<file path="src/design/name_hash_serial_generator_defines.svh">
// Assertion helpers for the block that checks itself.
`ifndef NAME_HASH_SERIAL_GENERATOR_DEFINES_SVH
`define NAME_HASH_SERIAL_GENERATOR_DEFINES_SVH

// Same-cycle implication, quiet during reset.
`define NHSG_ASSERT_NOW(label, clk_s, rstn_s, ante, cons, msg) \
  label: assert property (@(posedge clk_s) disable iff (!rstn_s) (ante) |-> (cons)) \
    else $error(msg);

// Next-cycle implication, quiet during reset.
`define NHSG_ASSERT_NEXT(label, clk_s, rstn_s, ante, cons, msg) \
  label: assert property (@(posedge clk_s) disable iff (!rstn_s) (ante) |=> (cons)) \
    else $error(msg);

`endif

</file>
<file path="src/design/nhsg_pkg.sv">
package nhsg_pkg;

  typedef logic [31:0] acc_t;
  typedef logic [7:0]  pos_t;
  typedef logic [7:0]  byte_t;
  typedef logic [26:0] serial_t;

  localparam acc_t DJB_INIT   = 32'd5381;
  localparam acc_t FNV_INIT   = 32'd2166136261;
  localparam acc_t FNV_PRIME  = 32'd16777619;
  localparam serial_t SERIAL_MOD = 27'd100000000;

  // 100000000 = 256 * 390625; quotient of c[31:8] by 390625 via ceil(2^44 / 390625)
  localparam int RECIP_SHIFT = 44;
  localparam int RECIP_W     = 26;
  localparam logic [RECIP_W-1:0] SERIAL_RECIP = 26'd45035997;

  localparam int QUOT_W = 6;

endpackage

</file>
<file path="src/design/name_hash_serial_generator.sv">
// A request carrying the end marker passes through stage 1, stage 2 and the result register before its result appears.
// Throughput: one request per cycle while the result register is not stalled; the
// accumulator update (shift-add and one 32-bit constant multiply) is combinational.
// Reset: synchronous, active low; clears the pipeline valids and loads the
// accumulators with their initial values and the position count with zero.
`include "name_hash_serial_generator_defines.svh"

module name_hash_serial_generator (
  input  logic                clk,
  input  logic                rst_n,
  input  logic                in_valid,
  output logic                in_stall,
  input  nhsg_pkg::byte_t     in_name_byte,
  input  logic                in_byte_present,
  input  logic                in_end_of_name,
  output logic                out_valid,
  input  logic                out_stall,
  output nhsg_pkg::serial_t   out_serial_value
);
  import nhsg_pkg::*;

  localparam int PROD_W = 24 + RECIP_W;

  logic    advance;
  logic    fire;

  acc_t    djb_r, djb_nxt, djb_upd, djb_abs;
  acc_t    fnv_r, fnv_nxt, fnv_upd, fnv_abs;
  pos_t    pos_r, pos_nxt, pos_mul;
  logic [8:0] mix1, mix2;

  logic    s1_valid_r;
  acc_t    s1_djb_r, s1_fnv_r;

  acc_t    c0, c1, c2, c3;
  logic [PROD_W-1:0] prod;
  logic    s2_valid_r;
  acc_t    s2_c_r;
  logic [QUOT_W-1:0] s2_q_r;

  acc_t    q_scaled, rem;
  logic    out_valid_r;
  serial_t out_serial_r;

  // The whole pipeline moves together; hold only when the result register is full and stalled.
  assign advance  = !out_valid_r || !out_stall;
  assign in_stall = !advance;
  assign fire     = in_valid && advance;

  // Per-byte update
  assign pos_mul = pos_r + {pos_r[3:0], 4'b0000};
  assign mix1    = {1'b0, in_name_byte} + {1'b0, pos_r};
  assign mix2    = {1'b0, in_name_byte} + {1'b0, pos_mul};
  assign djb_upd = ({djb_r[26:0], 5'b00000} + djb_r) ^ {23'b0, mix1};
  assign fnv_upd = (fnv_r ^ {23'b0, mix2}) * FNV_PRIME;

  assign djb_abs = in_byte_present ? djb_upd : djb_r;
  assign fnv_abs = in_byte_present ? fnv_upd : fnv_r;

  always_comb begin
    djb_nxt = djb_r;
    fnv_nxt = fnv_r;
    pos_nxt = pos_r;
    if (fire) begin
      if (in_end_of_name) begin
        djb_nxt = DJB_INIT;
        fnv_nxt = FNV_INIT;
        pos_nxt = '0;
      end else if (in_byte_present) begin
        djb_nxt = djb_upd;
        fnv_nxt = fnv_upd;
        pos_nxt = pos_r + 8'd1;
      end
    end
  end

  always_ff @(posedge clk) begin
    if (!rst_n) begin
      djb_r <= DJB_INIT;
      fnv_r <= FNV_INIT;
      pos_r <= '0;
    end else begin
      djb_r <= djb_nxt;
      fnv_r <= fnv_nxt;
      pos_r <= pos_nxt;
    end
  end

  // Stage 1: capture the final accumulators of a finished name
  always_ff @(posedge clk) begin
    if (!rst_n) begin
      s1_valid_r <= 1'b0;
    end else if (advance) begin
      s1_valid_r <= fire && in_end_of_name;
    end
  end

  always_ff @(posedge clk) begin
    if (advance) begin
      s1_djb_r <= djb_abs;
      s1_fnv_r <= fnv_abs;
    end
  end

  // Stage 2: combine, xorshift, estimate the quotient by 10^8
  assign c0   = s1_djb_r ^ {1'b0, s1_fnv_r[31:1]};
  assign c1   = c0 ^ {c0[18:0], 13'b0};
  assign c2   = c1 ^ {7'b0, c1[31:7]};
  assign c3   = c2 ^ {c2[14:0], 17'b0};
  assign prod = PROD_W'(c3[31:8]) * PROD_W'(SERIAL_RECIP);

  always_ff @(posedge clk) begin
    if (!rst_n) begin
      s2_valid_r <= 1'b0;
    end else if (advance) begin
      s2_valid_r <= s1_valid_r;
    end
  end

  always_ff @(posedge clk) begin
    if (advance) begin
      s2_c_r <= c3;
      s2_q_r <= prod[RECIP_SHIFT +: QUOT_W];
    end
  end

  // Stage 3: remainder into the result register
  assign q_scaled = 32'(s2_q_r) * 32'(SERIAL_MOD);
  assign rem      = s2_c_r - q_scaled;

  always_ff @(posedge clk) begin
    if (!rst_n) begin
      out_valid_r <= 1'b0;
    end else if (advance) begin
      out_valid_r <= s2_valid_r;
    end
  end

  always_ff @(posedge clk) begin
    if (advance) begin
      out_serial_r <= rem[26:0];
    end
  end

  assign out_valid        = out_valid_r;
  assign out_serial_value = out_serial_r;

  `NHSG_ASSERT_NOW(a_full_holds_input, clk, rst_n, out_valid && out_stall, in_stall, "input taken while result register is stalled")
  `NHSG_ASSERT_NEXT(a_end_clears_state, clk, rst_n, fire && in_end_of_name, djb_r == DJB_INIT && fnv_r == FNV_INIT && pos_r == '0, "state not cleared after end of name")
  `NHSG_ASSERT_NOW(a_serial_in_range, clk, rst_n, out_valid_r, out_serial_r < SERIAL_MOD, "serial value out of range")
  `NHSG_ASSERT_NEXT(a_stage_reaches_out, clk, rst_n, s2_valid_r && advance, out_valid_r, "result lost between stage 2 and output")

endmodule
</file>
<file path="config.mk">
export PLATFORM = sky130hd
export DESIGN_NAME = name_hash_serial_generator
export DESIGN_NICKNAME = d
export VERILOG_FILES = /design/src/design/nhsg_pkg.sv /design/src/design/name_hash_serial_generator.sv
export VERILOG_INCLUDE_DIRS = /design/src /design/src/design
export SDC_FILE = /design/constraint.sdc
export NUM_CORES = 2
export LEC_CHECK = 0
export BUFFER_PORTS_ARGS = -buffer_cell sky130_fd_sc_hd__buf_2
export CORE_MARGIN = 3
export CORE_UTILIZATION = 53
export CTS_CLUSTER_DIAMETER = 200
export DETAILED_ROUTE_END_ITERATION = 7
export PLACE_DENSITY_LB_ADDON = 0.08
export RECOVER_POWER = 25
export SKIP_CTS_REPAIR_TIMING = 1
export SYNTH_ARGS = -nofsm -noshare
export SYNTH_HDL_FRONTEND = slang
export SYNTH_SLANG_ARGS = --single-unit
</file>
<file path="constraint.sdc">
create_clock -name clk -period 10.35 [get_ports clk]
set_input_delay 0.5175 -clock clk [delete_from_list [all_inputs] [get_ports clk]]
set_output_delay 0.5175 -clock clk [all_outputs]
set_load 0.03 [all_outputs]
</file>
Yosys cells after proc, flatten, opt, wreduce, memory -nomap -nowiden. Index checks and enable logic that the tools add are counted.

Register bits after elaboration: 199. Latch bits: 0. RAM bits: 0. ROM bits: 0. Bits of input ports: 14. Output and inout bits: 29. Memories kept: 0.

Add/sub/neg operators: 6. Multiply operators: 3. Div/mod/pow operators: 0. Magnitude comparators: 0. Equal/unequal tests: 0. Shift-type cells: 0. Multiplexer cells: 6. Bitwise operators: 6. Reduce and logical (&&, ||, !) cells: 8.

Operator list (count): $mux 32 (4); $xor 32x32->32 (2); $xor 32x9->32 (2); $mul 24x26->50 const B (1); $add 32x32->32 (1); $mul 32x25->32 const B (1); $xor 32x25->32 (1); $xor 32x31->32 (1); $sub 27x27->27 (1); $mul 6x19->19 const B (1); $add 8x8->9 (2); $mux 8 (2); $add 8x1->8 const B (1); $add 8x8->8 (1); $logic_not 1->1 (3); $logic_and 1x1->1 (2); $reduce_and 2->1 (1); $reduce_bool 2->1 (1); $logic_or 1x1->1 (1).

Depth between registers and ports, before layout.
Depth after elaboration: 6. Depth in mapped cells: 31.

Worst setup path before layout. No wires, ideal clock.

Path kind: register to register. From: reg s1_fnv_r[17]. To: reg s2_q_r[5] (data pin). Setup time: 258 ps. Arrival: 7527 ps. Data required time: 10092 ps. Path slack: 2565 ps. Cell stages (with the launch flop): 28. Buffers on the path: 0. Clock period less this slack: 7785 ps. Cells stage by stage: edfxtp_1 xnor2_1 xnor2_1 xnor2_1 inv_1 xnor2_1 inv_1 fa_1 inv_1 fa_1 fa_1 fa_1 fa_1 fa_1 inv_1 fa_1 inv_1 ha_1 a21oi_1 o221ai_1 a21oi_1 nand2_1 o41ai_1 a311oi_1 o21a_1 o21ai_0 nand2b_1 xnor2_1.

Word-level cells in the longest chain between the ends: 5.

RTL lines: start: declaration (RTL line name_hash_serial_generator.sv:33) `acc_t s1_djb_r, s1_fnv_r;`; start signal: assignment (RTL line name_hash_serial_generator.sv:101) `s1_fnv_r <= fnv_abs;`; $xor 32x31->32 (RTL line name_hash_serial_generator.sv:106) `assign c0 = s1_djb_r ^ {1'b0, s1_fnv_r[31:1]};`; $xor 32x32->32 (RTL line name_hash_serial_generator.sv:107) `assign c1 = c0 ^ {c0[18:0], 13'b0};`; $xor 32x25->32 (RTL line name_hash_serial_generator.sv:108) `assign c2 = c1 ^ {7'b0, c1[31:7]};`; named net c2[9] (RTL line name_hash_serial_generator.sv:35) `acc_t c0, c1, c2, c3;`; $xor 32x32->32 (RTL line name_hash_serial_generator.sv:109) `assign c3 = c2 ^ {c2[14:0], 17'b0};`; named net c3[26] (RTL line name_hash_serial_generator.sv:35); $mul 24x26->50 (RTL line name_hash_serial_generator.sv:110) `assign prod = PROD_W'(c3[31:8]) * PROD_W'(SERIAL_RECIP);`; named net prod[49] (RTL line name_hash_serial_generator.sv:36) `logic [PROD_W-1:0] prod;`; end signal: assignment (RTL line name_hash_serial_generator.sv:123) `s2_q_r <= prod[RECIP_SHIFT +: QUOT_W];`; end: declaration (RTL line name_hash_serial_generator.sv:39) `logic [QUOT_W-1:0] s2_q_r;`.

The timed path passes the listed nets, and every way through them passes these cells. A chain may end at the register's enable or synchronous reset.

Final worst setup path.
From: reg s1_fnv_r[4]. To: reg s2_q_r[5] (data pin).

The elaborated chain is that of the path after synthesis.

==> out/results.env <==
MIN_PERIOD_OVER_PERIOD=0.922
HTREE_LEVELS=4
AREA_CONTRIBUTORS_POST_SYNTH='sky130_fd_sc_hd__fa_1 26%, sky130_fd_sc_hd__ha_1 23%, sky130_fd_sc_hd__edfxtp_1 13%, sky130_fd_sc_hd__inv_1 9.5%, sky130_fd_sc_hd__dfxtp_1 5.4%'
CRITPATHBUFINV=7
VIA_COUNT_OF_THE_FIRST_GLOBAL_ROUTING_PASS=19300
POSTSYNTH.ASYNCRESETSHARE=0
DRV.MAX_CAP_VIOLATION_COUNT=2
DRC=0
IO-PIN-COUNT=43
WORST_SLEW_PIN_SLEW_NS=4.09
WORST_PATH_MOST_REPEATED_CELL='sky130_fd_sc_hd__fa_1'
SYNTH_ENABLE_FLOP_CELLS=123
VIAS_PER_CELL=5.27
MAX-CLOCK-PATH-BUFFERS=2
PORTBUFFERS=42
ANTENNA_FOUND_INITIAL=1
TRITONCTS='yes'
SYN-MEAN-INSTANCE-AREA_UM2=10.2
SYNTHESIS.NETS=3618
FINALCLOCKSKEW_NS=0.0138
ANTENNADIODECOUNT=0
CRIT_ARRIVAL_NS=9.74
NETS=3673
TRITONCTS.NUM_BUFFERS=17
SYNTH.DISTINCT_CELLS=76
GRT_PASS1_WL_UM=107000
SYN_TO_FINAL_GROWTH_PCT=6.02
CORE.ROWCOUNT=83
TIMING.SETUP.TNS_NS=0
PLACE.GP.CONGESTION=0.955
TIMING.CRITICAL_PATH.FROM_TYPE='flip-flop'
DIE_AREA_UM2=55100
FINALCOREUTILIZATION=0.570
YOSYSTOPAREACELL='sky130_fd_sc_hd__fa_1'
VIA_COUNT=18300
GRT_UTIL_OVERALL=0.248
CLOCK_INSERTION_DELAY_WORST_SKEW_NS=0.45
CPMAXSTAGEDELAYCELL='sky130_fd_sc_hd__o41ai_1'
INITIAL_CORE_UTIL=0.538
CLOCK_TREE.ROOT_CELL='sky130_fd_sc_hd__clkbuf_16'
POST-ROUTE-MIN-PERIOD_NS=9.54
DR.FIRST_ITER.DRC_COUNT=982
PLACE.DETAILED.HPWL_UM=57700
DRT-WIRELENGTH-PER-CELL_UM=19.3
CRITICAL-PATH-TOP-DELAY-FAMILY='adder cells'
FINAL_MAX_SLEW_VIOL_COUNT=139
WORSTPATHMAXFANOUT=8
RUN_STATUS='finished, violations left'
CLK_PIN_SLEW_NS=0.08
SYNTH_SEQ_AREA_SHARE=0.187
SYNTH.FF_LATCH_COUNT=198
FAILED_CHECKS='max-capacitance violations, max-slew violations'
YOSYS_WARNINGS=0
CLOCK-SINKS=198
YOSYSTOPAREACELLSHARE=0.258
CRITICAL_PATH_REQUIRED_NS=10.55
MAXCLOCKFREQUENCY_GHz=0.105
POST_SYNTH_INST_COUNT=2730
SETUP_VIOL=0
DIE_HEIGHT_UM=235
TIMING_HOLD_VIOLATIONS_FINAL=0
SYNTH.CELL_AREA_UM2=27800
DRT_PASS1_ITERATIONS=5
TOTAL_LENGTH_OF_ROUTED_WIRES_UM=67000
RSZ0062_AT_GRT='false'
FLOORPLAN.DIE.WIDTH_UM=235
DRIVE_GT1_FRAC=0.0425
MIN_PATH_TYPE='in -> reg'
CP-END-KIND='flip-flop'
SETUP.WORST_PATH.CLASS='reg -> reg'
CRITICAL-PATH-MAX-STAGE-DELAY_NS=1.02
SLEW-LIMIT-HEADROOM=-1.73
GRT.OVERFLOW.TOTAL=0
ANTENNA_VIOLATING_NETS_POST_ROUTE=0
CORE_AREA_UM2=51600
YS_DOMINANT_REG_CELL='sky130_fd_sc_hd__edfxtp_1'
GRT_MAX_DEGREE=77
placed cells by master (no fill, tap or decap), drive strengths merged, types with 15 or more instances in the layout:
cell type  instances
o21a              15
mux2              42
nor3              18
nand2             90
edfxtp           123
xor2              65
inv              707
a22oi             30
a21o              43
buf               30
a21oi             96
nor2             117
clkbuf            54
o21ai             53
dfxtp             75
fa               358
xnor2            163
ha               516
nand3             27
kinds of logic (layout without fill, tap and decap cells):
family	count (synthesis)	count (layout)	synth area share
AO/OA/AOI/OAI	327	327	0.0787
XOR/XNOR	229	229	0.0728
buffers and inverters	732	800	0.0990
flip-flops	198	198	0.187
multiplexers	42	42	0.0172
adder cells (fa/ha/maj)	874	874	0.491
AND/OR/NAND/NOR	328	328	0.0544
cell usage after synthesis (3+ instances only):
library cell                number
sky130_fd_sc_hd__dfxtp_1        75
sky130_fd_sc_hd__xnor2_1       163
sky130_fd_sc_hd__a31oi_1        13
sky130_fd_sc_hd__and2_1          4
sky130_fd_sc_hd__a21oi_1        96
sky130_fd_sc_hd__a211o_1         4
sky130_fd_sc_hd__a32o_1          4
sky130_fd_sc_hd__nor3_1         18
sky130_fd_sc_hd__nand2b_1       13
sky130_fd_sc_hd__a21boi_0        7
sky130_fd_sc_hd__inv_1         701
sky130_fd_sc_hd__edfxtp_1      123
sky130_fd_sc_hd__nor2b_1        13
sky130_fd_sc_hd__o211ai_1        3
sky130_fd_sc_hd__buf_1           6
sky130_fd_sc_hd__a2111oi_0       3
sky130_fd_sc_hd__mux2_2         41
sky130_fd_sc_hd__nand3b_1        6
sky130_fd_sc_hd__or3_1           4
sky130_fd_sc_hd__ha_1          516
sky130_fd_sc_hd__xor2_1         65
sky130_fd_sc_hd__clkbuf_1       23
sky130_fd_sc_hd__nor2_1        117
sky130_fd_sc_hd__and3_1         13
sky130_fd_sc_hd__nand3_1        27
sky130_fd_sc_hd__o21a_1         15
sky130_fd_sc_hd__o21bai_1       10
sky130_fd_sc_hd__a21o_1         43
sky130_fd_sc_hd__o21ai_1        10
sky130_fd_sc_hd__fa_1          358
sky130_fd_sc_hd__or2_1           4
sky130_fd_sc_hd__o21ai_0        42
sky130_fd_sc_hd__a211oi_1        9
sky130_fd_sc_hd__a22oi_1        30
sky130_fd_sc_hd__nand4_1         5
sky130_fd_sc_hd__nand2_1        90
sky130_fd_sc_hd__or2_2           4
state kept, by name, summed over array words and instances (netlist names):
register / flops
fnv_r: 32
s1_djb_r: 32
s2_q_r: 6
out_serial_value: 27
djb_r: 32
pos_r: 8
s1_valid_r: 1
s2_c_r: 27
out_valid: 1
s1_fnv_r: 31
s2_valid_r: 1
final cells by class:
type | instances | area, um2
fillers | 4538 | 22200
flip-flops and latches | 198 | 5190
well taps | 680 | 851
clock buffers | 18 | 429
multi-input cells | 1800 | 19800
repair buffers | 66 | 325
inverters | 702 | 2640
clock inverters | 14 | 168
worst register-to-register path: cells and delay by family (launching register included):
family                     cells  cell delay, ns
xor gates and xnor gates       5            1.21
buffers and inverters          7            1.43
adders and majority gates      8            3.76
AOI/OAI and AO/OA              7            2.32
DFF                            1            0.39
and+or+nand+nor                2            0.18
stage by stage:
step,std cells,cell area (um2),hold WS (ns),setup WS [ns]
global route,3478,29400,0.385,0.486
CTS,3478,29500,0.346,0.920
finish,3478,29400,0.364,0.811
floorplan,2730,27800,0.400,2.57
detailed placement,3446,28900,0.407,0.936
global placement,3446,28900,0.401,1.08
layer usage:
layer	GRT usage	part of all wire
met5	0	0.00022
met4	0.0811	0.036
met3	0.0372	0.039
met2	0.426	0.49
met1	0.324	0.44
path summary, 6_finish.rpt:
| path | start | endpoint | slack (ns) | cells past startpoint |
|---|---|---|---|---|
| setup / recovery | s1_fnv_r[4] | s2_q_r[5] | 0.81 | 29 |
| setup reg to reg | s1_fnv_r[4] | s2_q_r[5] | 0.81 | 29 |
| hold reg to reg | s2_c_r[0] | out_serial_value[0] | 0.43 | 0 |
| hold / removal | in_valid | fnv_r[3] | 0.36 | 4 |
Power is left out: the tool's default activity adds up to more than one toggle a clock period on the data nets, which glitch-free logic cannot reach.
